**config.mk**
```make
export PLATFORM = sky130hd
export DESIGN_NAME = length_crc_frame_checker_top
export DESIGN_NICKNAME = d
export VERILOG_FILES = /design/src/sv/lcfc_pkg.sv /design/src/sv/length_crc_frame_checker_top.sv /design/src/sv/lcfc_front.sv /design/src/sv/lcfc_fifo.sv
export SDC_FILE = /design/constraint.sdc
export NUM_CORES = 1
export LEC_CHECK = 0
export ABC_AREA = 1
export BUFFER_PORTS_ARGS = -buffer_cell sky130_fd_sc_hd__buf_2
export CAP_MARGIN = 20
export CORE_UTILIZATION = 58
export DETAILED_ROUTE_END_ITERATION = 7
export GPL_ROUTABILITY_DRIVEN = 0
export GPL_TIMING_DRIVEN = 0
export PLACE_DENSITY = 0.77
export SLEW_MARGIN = 0
export SYNTH_ARGS = -nofsm -noshare
export SYNTH_HDL_FRONTEND = slang
export SYNTH_HIERARCHICAL = 1
export SYNTH_SLANG_ARGS = --single-unit
```
**constraint.sdc**
```tcl
create_clock -name i_clk -period 3.2 [get_ports i_clk]
set_input_delay 0.16 -clock i_clk [delete_from_list [all_inputs] [get_ports i_clk]]
set_output_delay 0.16 -clock i_clk [all_outputs]
set_load 0.005 [all_outputs]
```
**src/sv/lcfc_pkg.sv**
```systemverilog
// shared types, codes and crc helper for the length/crc frame checker
// no dependencies
`timescale 1ns / 1ps

package lcfc_pkg;

    localparam int LCFC_FIFO_DEPTH = 4;

    localparam logic [3:0]  HDR_LAST = 4'd11;
    localparam logic [31:0] CRC_POLY = 32'hEDB8_8320;
    localparam logic [31:0] CRC_INIT = 32'hFFFF_FFFF;

    localparam logic [1:0] ST_OK   = 2'd0;
    localparam logic [1:0] ST_ZERO = 2'd1;
    localparam logic [1:0] ST_CRC  = 2'd2;

    typedef struct packed {
        logic [7:0] payload_byte;
        logic       payload_valid;
        logic       frame_done;
        logic [1:0] frame_status;
    } t_result;

    function automatic logic [31:0] crc_byte(input logic [31:0] crc, input logic [7:0] b);
        logic [31:0] c;
        c = crc ^ {24'd0, b};
        for (int k = 0; k < 8; k++) begin
            if (c[0]) begin
                c = (c >> 1) ^ CRC_POLY;
            end else begin
                c = c >> 1;
            end
        end
        return c;
    endfunction

endpackage

```
**src/sv/length_crc_frame_checker_top.sv**
```systemverilog
// Length-prefixed frame checker with CRC-32. Takes one stream byte per cycle with no
// gaps of its own: the parser handles header, byte count and the per-byte crc update
// as each byte is taken, and its results go into a DEPTH-entry queue, so a result can be
// popped in the cycle after its byte is taken. Input stalls (full) only when the queue
// is full. Header bytes give no result except the last one of a frame that ends at
// once; payload bytes are passed on before the frame status is known.
// top level, depends on lcfc_pkg, lcfc_front, lcfc_fifo
`timescale 1ns / 1ps

module length_crc_frame_checker_top #(
    parameter int DEPTH = lcfc_pkg::LCFC_FIFO_DEPTH
) (
    input  logic       i_clk,
    input  logic       i_rst_n,
    input  logic       push,
    output logic       full,
    input  logic [7:0] i_stream_byte,
    output logic       empty,
    input  logic       pop,
    output logic [7:0] o_payload_byte,
    output logic       o_payload_valid,
    output logic       o_frame_done,
    output logic [1:0] o_frame_status
);
    import lcfc_pkg::*;

    logic    take;
    logic    wr;
    t_result item_in;
    t_result item_out;

    assign take = push && !full;

    lcfc_front u_front (
        .i_clk   (i_clk),
        .i_rst_n (i_rst_n),
        .i_take  (take),
        .i_byte  (i_stream_byte),
        .o_wr    (wr),
        .o_item  (item_in)
    );

    lcfc_fifo #(
        .DEPTH (DEPTH)
    ) u_fifo (
        .i_clk   (i_clk),
        .i_rst_n (i_rst_n),
        .i_wr    (wr),
        .i_item  (item_in),
        .i_pop   (pop),
        .o_full  (full),
        .o_empty (empty),
        .o_item  (item_out)
    );

    assign o_payload_byte  = item_out.payload_byte;
    assign o_payload_valid = item_out.payload_valid;
    assign o_frame_done    = item_out.frame_done;
    assign o_frame_status  = item_out.frame_status;

endmodule

```
**src/sv/lcfc_front.sv**
```systemverilog
// front end: header parse, payload byte count and crc-32, result build
// depends on lcfc_pkg
`timescale 1ns / 1ps

module lcfc_front (
    input  logic             i_clk,
    input  logic             i_rst_n,
    input  logic             i_take,
    input  logic [7:0]       i_byte,
    output logic             o_wr,
    output lcfc_pkg::t_result o_item
);
    import lcfc_pkg::*;

    logic        r_in_pay, n_in_pay;
    logic [3:0]  r_hidx, n_hidx;
    logic [31:0] r_plen, n_plen;
    logic [31:0] r_ssize, n_ssize;
    logic [31:0] r_exp, n_exp;
    logic [31:0] r_left, n_left;
    logic [31:0] r_crc, n_crc;

    logic [3:0]  idx;
    logic [4:0]  sh;
    logic [31:0] crc_upd;

    always_comb begin
        n_in_pay = r_in_pay;
        n_hidx   = r_hidx;
        n_plen   = r_plen;
        n_ssize  = r_ssize;
        n_exp    = r_exp;
        n_left   = r_left;
        n_crc    = r_crc;
        o_wr     = 1'b0;
        o_item   = '0;
        idx      = (r_hidx > HDR_LAST) ? HDR_LAST : r_hidx;
        sh       = {idx[1:0], 3'b000};
        crc_upd  = crc_byte(r_crc, i_byte);
        if (i_take) begin
            if (!r_in_pay) begin
                if (idx < 4'd4) begin
                    n_plen[sh +: 8] = i_byte;
                end else if (idx < 4'd8) begin
                    n_ssize[sh +: 8] = i_byte;
                end else begin
                    n_exp[sh +: 8] = i_byte;
                end
                if (idx < HDR_LAST) begin
                    n_hidx = idx + 4'd1;
                end else begin
                    n_hidx = 4'd0;
                    n_crc  = CRC_INIT;
                    if (n_plen == 32'd0) begin
                        o_wr              = 1'b1;
                        o_item.frame_done = 1'b1;
                        if (n_ssize == 32'd0) begin
                            o_item.frame_status = ST_ZERO;
                        end else begin
                            o_item.frame_status = (n_exp == 32'd0) ? ST_OK : ST_CRC;
                        end
                    end else begin
                        n_left   = n_plen;
                        n_in_pay = 1'b1;
                    end
                end
            end else begin
                n_crc                = crc_upd;
                n_left               = r_left - 32'd1;
                o_wr                 = 1'b1;
                o_item.payload_byte  = i_byte;
                o_item.payload_valid = 1'b1;
                if (n_left == 32'd0) begin
                    o_item.frame_done   = 1'b1;
                    o_item.frame_status = ((crc_upd ^ CRC_INIT) == r_exp) ? ST_OK : ST_CRC;
                    n_in_pay            = 1'b0;
                    n_hidx              = 4'd0;
                end
            end
        end
    end

    always_ff @(posedge i_clk) begin
        if (!i_rst_n) begin
            r_in_pay <= 1'b0;
            r_hidx   <= 4'd0;
            r_plen   <= 32'd0;
            r_ssize  <= 32'd0;
            r_exp    <= 32'd0;
            r_left   <= 32'd0;
            r_crc    <= CRC_INIT;
        end else begin
            r_in_pay <= n_in_pay;
            r_hidx   <= n_hidx;
            r_plen   <= n_plen;
            r_ssize  <= n_ssize;
            r_exp    <= n_exp;
            r_left   <= n_left;
            r_crc    <= n_crc;
        end
    end

endmodule

```
**src/sv/lcfc_fifo.sv**
```systemverilog
// back end: short result queue between the parser and the consumer
// depends on lcfc_pkg
`timescale 1ns / 1ps

module lcfc_fifo #(
    parameter int DEPTH = lcfc_pkg::LCFC_FIFO_DEPTH
) (
    input  logic              i_clk,
    input  logic              i_rst_n,
    input  logic              i_wr,
    input  lcfc_pkg::t_result i_item,
    input  logic              i_pop,
    output logic              o_full,
    output logic              o_empty,
    output lcfc_pkg::t_result o_item
);
    import lcfc_pkg::*;

    localparam int AW = (DEPTH > 1) ? $clog2(DEPTH) : 1;
    localparam int CW = $clog2(DEPTH + 1);

    t_result       r_mem [DEPTH];
    logic [AW-1:0] r_wr, r_rd;
    logic [CW-1:0] r_count;
    logic          do_pop;

    assign o_full  = (r_count == CW'(DEPTH));
    assign o_empty = (r_count == '0);
    assign o_item  = r_mem[r_rd];
    assign do_pop  = i_pop && !o_empty;

    always_ff @(posedge i_clk) begin
        if (i_wr) begin
            r_mem[r_wr] <= i_item;
        end
    end

    always_ff @(posedge i_clk) begin
        if (!i_rst_n) begin
            r_wr    <= '0;
            r_rd    <= '0;
            r_count <= '0;
        end else begin
            if (i_wr) begin
                r_wr <= (r_wr == AW'(DEPTH - 1)) ? '0 : r_wr + AW'(1);
            end
            if (do_pop) begin
                r_rd <= (r_rd == AW'(DEPTH - 1)) ? '0 : r_rd + AW'(1);
            end
            if (i_wr && !do_pop) begin
                r_count <= r_count + CW'(1);
            end else if (!i_wr && do_pop) begin
                r_count <= r_count - CW'(1);
            end
        end
    end

endmodule
```
# ---- Word-level counts from Yosys, hierarchy flattened
# Memories as Yosys holds them, arrays and structs flattened. A register that Yosys moved wholly into a read port is not among the register bits.
# Index checks and enable logic that the tools add are counted.
dict set report classes {
  n_lt_le_gt_ge 4
  addsub 7
  n_reduce_logical 18
  n_mux 56
  n_shift 2
  bitwise 11
  eq_ne 7
}
# op count
set op_table {}
lappend op_table {{$mux W32} 24}
lappend op_table {{$logic_not A32 Y1} 4}
lappend op_table {{$not A13 Y14} 8}
lappend op_table {{$bwmux W32} 3}
lappend op_table {{$eq A32 B32 Y1} 1}
lappend op_table {{$not A32 Y32} 1}
lappend op_table {{$shift A8 B7 Y32 const A} 1}
lappend op_table {{$shiftx A8 B7 Y32} 1}
lappend op_table {{$sub A32 B1 Y32 const B} 1}
lappend op_table {{$xor A32 B8 Y32} 1}
lappend op_table {{$mux W3} 6}
lappend op_table {{$mux W4} 4}
lappend op_table {{$mux W2} 7}
lappend op_table {{$mux W12} 1}
lappend op_table {{$mux W1} 10}
lappend op_table {{$mux W9} 1}
lappend op_table {{$lt A4 B4 Y1 const B} 2}
lappend op_table {{$neg A5 Y7} 1}
lappend op_table {{$reduce_and A2 Y1} 3}
lappend op_table {{$add A2 B1 Y2 const B} 2}
lappend op_table {{$add A4 B1 Y4 const B} 1}
lappend op_table {{$eq A2 B2 Y1 const B} 2}
lappend op_table {{$gt A4 B4 Y1 const B} 1}
lappend op_table {{$logic_and A1 B1 Y1} 4}
lappend op_table {{other kinds (11)} 15}
dict set report totals {
  n_memories 1
  in_bits 12
  output_inout_bits 14
  elab_cells 116
  register_bits 172
  ramBits 48
}
# memory words width read_ports rd_clocked_by_memory_dff wr line_no
set mem_list {}
lappend mem_list {u_fifo.r_mem 4 12 1 1 1 lcfc_fifo.sv:22} ;# t_result r_mem [DEPTH];

# ---- Logic depth before layout (Yosys ltp)
# Gate-level depths: netlist of run 1.
dict set report depth {
  word_depth 23
  depth_mapped 27
  depth_no_buf 26
}

# ---- Hierarchy
# Netlist of run 1, hierarchy kept.
# mod seq_area_each_um2 cells_per_inst area_per_inst_um2 n_inst
set modules_own_cells {}
lappend modules_own_cells {lcfc_front 3303.2 1977 11317.1 1}
lappend modules_own_cells {lcfc_fifo 1621.6 181 2262.2 1}
lappend modules_own_cells {length_crc_frame_checker_top 0.0 2 10.0 1}

# ---- Worst setup path before layout of run 1
# No wires, ideal clock.
dict set report synth_timing {
  path_type {register to register}
  start {register u_front.r_hidx[3]}
  end {register u_fifo.r_count[2]}
  path_slack_ns -0.324
  path_stages_with_launch 28
  arrival_time_ns 3.414
  path_buffers 2
  synth_period_minus_slack_ns 3.524
  setup_time_ns 0.110
  path_cell_list {dfxtp_1 buf_4 a21oi_4 inv_1 ha_1 nand2_1 clkbuf_1 nor2_1 inv_1 nand2_1 o21ai_1 nand2_1 nor2_1 nand2_1 nor2_2 nand3_1 nand2_1 inv_1 nor2_1 ha_1 inv_1 fa_1 inv_1 nand2_1 nand3_1 nand2_1 inv_1 nor2_1}
}
dict set report synth_via {
  elab_chain_cells 16
  elab_cells_between_ends 21
}
# item line_no
set synth_lines {}
lappend synth_lines {{start, declared} lcfc_front.sv:16} ;# logic [3:0] r_hidx, n_hidx;
lappend synth_lines {{start signal, assigned} lcfc_front.sv:94} ;# r_hidx <= n_hidx;
lappend synth_lines {{$gt A4 B4 Y1} lcfc_front.sv:37} ;# idx = (r_hidx > HDR_LAST) ? HDR_LAST : r_hidx;
lappend synth_lines {{$mux W4 (*)} lcfc_front.sv:37}
lappend synth_lines {{$neg A5 Y7} lcfc_front.sv:43} ;# n_plen[sh +: 8] = i_byte;
lappend synth_lines {{$shiftx A8 B7 Y32 or $shift A8 B7 Y32 (tied branches)} lcfc_front.sv:43}
lappend synth_lines {{$bwmux W32} lcfc_front.sv:43}
lappend synth_lines {{$mux W32} lcfc_front.sv:42} ;# if (idx < 4'd4) begin
lappend synth_lines {{$mux W32} lcfc_front.sv:41} ;# if (!r_in_pay) begin
lappend synth_lines {{$mux W32} lcfc_front.sv:40} ;# if (i_take) begin
lappend synth_lines {{$logic_not A32 Y1} lcfc_front.sv:54} ;# if (n_plen == 32'd0) begin
lappend synth_lines {{$mux W1} lcfc_front.sv:54}
lappend synth_lines {{$mux W1 (*)} lcfc_front.sv:49} ;# if (idx < HDR_LAST) begin
lappend synth_lines {{$mux W1 (*)} lcfc_front.sv:41}
lappend synth_lines {{$mux W1 (*)} lcfc_front.sv:40}
lappend synth_lines {{net wr} length_crc_frame_checker_top.sv:28} ;# logic wr;
lappend synth_lines {{$logic_not A1 Y1} lcfc_fifo.sv:52} ;# end else if (!i_wr && do_pop) begin
lappend synth_lines {{$logic_and A1 B1 Y1} lcfc_fifo.sv:52}
lappend synth_lines {{$reduce_bool A2 Y1 (no source line)} n/a}
lappend synth_lines {{end signal, assigned} lcfc_fifo.sv:51} ;# r_count <= r_count + CW'(1);
lappend synth_lines {{end signal, assigned} lcfc_fifo.sv:53} ;# r_count <= r_count - CW'(1);
lappend synth_lines {{end, declared} lcfc_fifo.sv:24} ;# logic [CW-1:0] r_count;
# The timed path passes the listed nets; every way through them passes the cells marked *. The select of a mux whose other input is x is not followed.
# A chain may end at the register's enable or synchronous reset.

# ---- Worst setup path in the final report of run 1
dict set report layout_timing {
  start {register u_front.r_hidx[2]}
  end {register u_fifo.r_count[2]}
}
# The elaborated chain is that of the path after synthesis.

==> flow_summary.json, run 1 <==
{
  "htreeDepth": 1,
  "worst_pin_slew_ns": 0.747,
  "status": "finished with violations",
  "ys_seq_elements": 222,
  "seqPwrFrac": 0.305,
  "port_buffers": 25,
  "die_area_um2": 24000,
  "die_w_um": 155,
  "grt_pass1_vias": 13300,
  "power.total_uw": 11400,
  "clkLatencyLatePin_ns": 0.53,
  "core_area_um2": 22800,
  "rows": 55,
  "grt_pass1_wl_um": 68400,
  "vias": 15100,
  "skew_ns": 0.0171,
  "internal-power_uw": 6830,
  "endpoint_kind": "flop",
  "p_switching_uw": 4590,
  "nFillCells": 1866,
  "place.detailed.hpwl_um": 31400,
  "antenna_found_initial": 0,
  "initial_utilization": 0.597,
  "min_path_type": "input pin to flop",
  "pin_count": 26,
  "max_slew_margin": 0.500,
  "path_clk_slew_ns": 0.06,
  "cp-start-kind": "flop",
  "area_growth_pct": 18.2,
  "overflow": 0,
  "avgSynthCellArea_um2": 6.29,
  "synth_area_leaders": "dfxtp_1 26%, nand2_1 19%, edfxtp_1 11%",
  "die_h_um": 155,
  "fin_util": 0.705,
  "layout-drive-gt1-share": 0.121,
  "ys_warn_count": 6,
  "synth_area_um2": 13600,
  "drt_iter0_drc": 1779,
  "arrival_ns": 3.84,
  "hold_violations": 0,
  "path_class": "flop to flop",
  "finalSetupViolCount": 9,
  "yosysSeqAreaShare": 0.362,
  "syn-instance-count": 2160,
  "cts_buffers": 25,
  "clockPowerShare": 0.265,
  "drc_errors": 0,
  "grt_max_degree": 14,
  "path_max_fanout": 7,
  "violations": "setup timing",
  "peakVddDrop_mv": 0.593,
  "grt_use_total": 0.363,
  "synth_largest_type_area_fraction": 0.256,
  "cts_sinks": 222,
  "synth_top_cell_by_area": "dfxtp_1",
  "max-cap-violations": 0,
  "wl_um": 45400,
  "ys_types": 36,
  "netSwitchingFraction": 0.402,
  "min_period_over_period": 1.07,
  "finalNetCount": 2298,
  "drtPass1Iterations": 6,
  "routedWlPerCell_um": 17.4,
  "rsz0062_at_grt": "true",
  "cellPowerDensity_nw_per_um2": 711,
  "ant_nets": 0,
  "diodes": 0,
  "max_freq_mhz": 293,
  "min_period_ns": 3.41,
  "syn_nets": 2185,
  "cts.path.max_buffers": 3,
  "leakage_uw": 0.00781,
  "setup_slack_ns": -0.209,
  "critPathRequiredTime_ns": 3.63,
  "vias_per_cell": 5.81,
  "combPwrFrac": 0.430,
  "clk_root_buffer_cell": "clkbuf_16",
  "cts_tree": "yes",
  "drv_slew": 0
}
[power by group through the flow]
stage	registers [µW]	logic, µW	clock network (µW)
after floorplan	3430	2920	0
after global placement	3500	3860	0
after detailed placement	3510	3920	0
after CTS	3460	4320	3060
after global routing	3520	5330	3170
final	3490	4910	3030
[layout make-up]
cell class	instances	area (µm²)	area share
plain buffers	81	415	0.0259
clock buffers	34	709	0.0442
clock inverters	11	158	0.00982
inverters	259	1010	0.0627
multi-input cells	1596	7780	0.485
flip-flops and latches	222	4930	0.307
well taps	313	392	0.0244
repair buffers	85	641	0.0399
repair inverters	3	21.3	0.00132
[registers in the layout, indices dropped and copies added (netlist names), named ones only]
signal	flops
u_fifo/r_mem	48
u_front/r_crc	32
u_front/r_exp	32
u_front/r_left	32
u_front/r_plen	32
u_front/r_ssize	32
u_front/r_hidx	4
u_fifo/r_count	3
u_fifo/r_rd	2
u_fifo/r_wr	2
u_front/r_in_pay	1
[through the flow]
stage | worst slack, ns | TNS, ns | hold WS (ns) | cell area [µm²] | instances
2_1_floorplan | 0.00356 | 0 | 0.281 | 13600 | 2160
3_3_place_gp | -0.637 | -23.77 | 0.475 | 14100 | 2498
3_5_place_dp | -0.676 | -25.22 | 0.477 | 14100 | 2498
4_1_cts | -0.0308 | -0.0338 | 0.199 | 15500 | 2578
5_1_grt | -0.322 | -4.11 | 0.255 | 16100 | 2604
6_report | -0.209 | -0.364 | 0.229 | 16100 | 2604
[cell families (layout without fill, tap and decap cells)]
group / after synthesis / after routing / synth area share
simple gates: 1185 / 1186 / 0.353
compound gates: 360 / 360 / 0.147
xor+xnor: 34 / 34 / 0.0219
flops: 222 / 222 / 0.362
buf+inv: 343 / 473 / 0.101
mux: 3 / 3 / 0.00221
fa+ha+maj: 13 / 13 / 0.0125
[critical path: stages, from the launching register on]
cell and delay, ns:
dfxtp_4 0.37, a21oi_4 0.33, ha_4 0.33, inv_6 0.08
nand2_2 0.08, nor2_2 0.06, nand2_2 0.17, nand2_1 0.10
o21ai_2 0.10, nand2_1 0.07, nor3_1 0.14, nand2_1 0.13
nor2_4 0.13, nand3_4 0.08, nand2_2 0.07, inv_2 0.06
nor2_4 0.13, ha_4 0.15, inv_2 0.05, fa_2 0.37
inv_2 0.06, nand2_2 0.05, nand3_2 0.07, nand2_2 0.06
inv_2 0.04, nor2_1 0.03
[worst paths after layout]
kind                                                       from                         endpoint  slack (ns)  depth (start not counted)
worst max-delay path             u_front/r_hidx[2]$_SDFFE_PN0P_   u_fifo/r_count[2]$_SDFFE_PN0P_       -0.21                         25
worst min register to register  u_front/r_ssize[1]$_SDFFE_PN0P_  u_front/r_ssize[1]$_SDFFE_PN0P_        0.50                          2
worst max register to register   u_front/r_hidx[2]$_SDFFE_PN0P_   u_fifo/r_count[2]$_SDFFE_PN0P_       -0.21                         25
worst min-delay path                           i_stream_byte[1]     u_fifo/r_mem[2][5]$_DFFE_PP_        0.23                          3
[cells in the mapped netlist]
master and instances:
nand2_1 699, nor2_1 296, inv_1 251, dfxtp_1 174, o21ai_0 173, nand3_1 118
a21oi_1 67, clkbuf_1 59, edfxtp_1 48, o211ai_1 42, o21ai_1 35, o22ai_1 32
xor2_1 27, nand3b_1 21, nand4_1 19, nor3_1 18, ha_1 12, buf_1 7
buf_2 7, buf_6 7, inv_2 7, xnor2_1 7, nor2_2 6, o21ai_2 6
buf_4 4, mux2i_1 3, o21bai_1 3, a21oi_4 2, nand2_2 2, nor2_4 2
and3_1 1, clkinv_4 1, fa_1 1, nand2_4 1, nand2b_1 1, nand3_2 1
[metal layers]
metal,share of wire,vias up,track usage
met2,0.44,930,0.589
met3,0.11,214,0.0524
li1,-,7143,-
met5,0,-,0
met4,0.061,0,0.190
met1,0.39,6844,0.468
[placed cells by master (no fill, tap or decap), types with 4 or more instances in the layout]
cell / instances
clkinv_2: 5
clkbuf_1: 60
a21oi_1: 67
nor2_1: 276
nand2_2: 26
bufinv_16: 4
nand2_4: 9
o22ai_1: 32
nor2_4: 19
clkinvlp_4: 6
edfxtp_1: 48
clkbuf_16: 25
buf_6: 9
xnor2_1: 7
inv_2: 16
o211ai_1: 42
o21ai_0: 165
nor2_2: 10
xor2_1: 27
nand3_1: 113
dfxtp_1: 172
buf_2: 29
buf_12: 5
buf_1: 7
o21ai_2: 19
ha_1: 9
o21ai_1: 26
nand3b_1: 21
o21ai_4: 4
nand2_1: 666
nand4_1: 19
inv_1: 234
nor3_1: 14
buf_4: 53
clkbuf_8: 5
nand3_2: 5
[what timing repair did]
item	4_1_cts	5_1_grt
endpoints found under the hold margin	9	0
gates resized for setup	84	78
cloned	2	2
buffers inserted	30	27
hold buffers	3	0
setup endpoints to repair	68	82
pin swaps	19	40
Note: power is estimated with default switching activity, not from simulation.
==> run 2, diff against run 1 <==
Clock period 3.2 ns to 3.1 ns, I/O delays scaled along.
==> run 2 against run 1 <==
The flow still finishes with violations (setup timing). Via count shrank 0.34%. Sequential power increased by 3%. First-iteration DRC count increased by 16%. Total power up 2.3%. Sequential share of layout area is 0.23 points higher. Final cell count is the same. Clock skew shrank 0.0055 ns. Die area unchanged. Hold slack worse by 0.025 ns. Register-to-register slack lost 0.10 ns.
==> flow_summary.json, run 2 (synthesis gave the netlist of run 1 again) <==
{
  "clk_root_buffer_cell": "clkbuf_16",
  "critPathRequiredTime_ns": 3.53,
  "r2r_cells": 18,
  "finalNetCount": 2297,
  "layout_common_cells": "674 x nand2_1, 280 x nor2_1, 241 x inv_1, 172 x dfxtp_1, 164 x o21ai_0",
  "wl_um": 45700,
  "peakVddDrop_mv": 0.789,
  "max_freq_mhz": 293,
  "leakage_uw": 0.00778,
  "status": "finished with violations",
  "finalSetupViolCount": 56,
  "drt_iter0_drc": 2055,
  "max-cap-violations": 0,
  "dp.cells": 2498,
  "cts.path.max_buffers": 3,
  "fin_cells": 2604,
  "drv_slew": 0,
  "min_path_type": "input pin to flop",
  "place.detailed.hpwl_um": 32000,
  "met1_usage": 0.473,
  "max_slew_margin": 0.458,
  "largest_register_ffs": 48,
  "power.total_uw": 11700,
  "cellPowerDensity_nw_per_um2": 733,
  "grt_use_total": 0.369,
  "cts_tree": "yes",
  "arrival_ns": 3.84,
  "routedWlPerCell_um": 17.6,
  "vias": 15100,
  "rsz0062_at_grt": "true",
  "path_class": "flop to flop",
  "min_period_ns": 3.41,
  "met2_usage": 0.596,
  "clkLatencyLatePin_ns": 0.54,
  "initial_utilization": 0.597,
  "layout-drive-gt1-share": 0.114,
  "cts_buffers": 25,
  "port_buffers": 25,
  "endpoint_kind": "flop",
  "drc_errors": 0,
  "setup_tns_ns": -9.56,
  "vias_per_cell": 5.79,
  "die_area_um2": 24000,
  "die_h_um": 155,
  "nFillCells": 1911,
  "top_register": "u_fifo/r_mem",
  "setup_slack_ns": -0.310,
  "htreeDepth": 1,
  "setup.worst_path.start": "u_front/r_hidx[2]$_SDFFE_PN0P_",
  "drtPass1Iterations": 6,
  "grt_pass1_vias": 13500,
  "grt_pass1_wl_um": 70100,
  "core_area_um2": 22800,
  "grt-busiest-layer": "met2",
  "skew_ns": 0.0117,
  "diodes": 0,
  "grt_max_degree": 15,
  "antenna_found_initial": 0,
  "violations": "setup timing",
  "overflow": 0,
  "r2r_start": "u_front/r_hidx[2]$_SDFFE_PN0P_",
  "cts_sinks": 222,
  "die_w_um": 155,
  "reg2reg_slack_ns": -0.31,
  "fin_util": 0.700,
  "area_growth_pct": 17.3,
  "final_common_cell": "nand2_1",
  "grtUsageMet3": 0.0638,
  "path_max_fanout": 7,
  "min_period_over_period": 1.10,
  "rows": 55,
  "crit_end": "u_fifo/r_count[1]$_SDFFE_PN0P_",
  "cp-start-kind": "flop",
  "worst_pin_slew_ns": 0.807,
  "hold_violations": 0,
  "ant_nets": 0,
  "path_clk_slew_ns": 0.06,
  "r2r_end": "u_fifo/r_count[1]$_SDFFE_PN0P_",
  "pin_count": 26
}
run 2: worst max-delay path, cell delays in order (launching register included):
cell	delay (ns)
dfxtp_4	0.41
a21oi_4	0.09
buf_6	0.13
ha_4	0.18
nor2_1	0.48
nand3_2	0.26
o21ai_1	0.33
nor3_1	0.10
nand2_1	0.11
nor2_2	0.05
nand3_2	0.08
nand2_2	0.06
inv_2	0.10
nor2_4	0.06
ha_4	0.17
inv_2	0.06
fa_2	0.42
o21ai_0	0.16
nor2_1	0.05
run 2: what timing repair did:
item                                   4_1_cts  5_1_grt
hold buffers                                 2        0
pin swaps                                   26       27
gates cloned                                 2        1
resized for setup                           71       54
setup buffers                               37       19
endpoints found under the hold margin        9        0
setup endpoints to repair                   81       89
run 2: metrics by stage:
stage,cell area (µm²),worst slack [ns],hold slack (ns)
6_report,15900,-0.310,0.204
3_5_place_dp,14200,-0.658,0.483
3_3_place_gp,14200,-0.601,0.470
4_1_cts,15600,-0.201,0.186
2_1_floorplan,13700,0.00349,0.276
5_1_grt,15900,-0.424,0.210
run 2: routing by layer:
layer | up-vias | wire length, µm
met5 | - | 0
met2 | 894 | 20500
met3 | 241 | 4660
met4 | 0 | 2900
li1 | 7148 | -
met1 | 6797 | 17700
run 2: final cells by class:
type                       instances  area [µm²]  area share
timing repair buffer              84         643      0.0403
multi-input combinational       1596        7690       0.482
clock inverter                    14         164      0.0103
inverter                         259        1000      0.0629
timing repair inverter             1        8.76    0.000549
tap                              313         392      0.0246
sequential                       222        4930       0.309
buffer                            83         418      0.0262
clock buffer                      32         693      0.0435
run 2: where the power goes:
| part | switching [µW] | total (µW) | internal (µW) |
|---|---|---|---|
| Clock | 1260 | 3090 | 1840 |
| Combinational | 3220 | 4980 | 1760 |
| Sequential | 295 | 3610 | 3310 |
run 2: worst min-delay path by stage:
stage / startpoint / end / slack [ns] / cells after the start
global placement: pop / u_fifo/r_rd[1]$_SDFFE_PN0P_ / 0.47 / 4
CTS: i_stream_byte[1] / u_fifo/r_mem[1][5]$_DFFE_PP_ / 0.19 / 3
finish: i_stream_byte[1] / u_fifo/r_mem[2][5]$_DFFE_PP_ / 0.20 / 3
detailed placement: i_rst_n / u_fifo/r_count[2]$_SDFFE_PN0P_ / 0.48 / 3
floorplan: i_rst_n / u_fifo/r_count[2]$_SDFFE_PN0P_ / 0.28 / 2
global route: i_stream_byte[1] / u_fifo/r_mem[2][5]$_DFFE_PP_ / 0.21 / 3
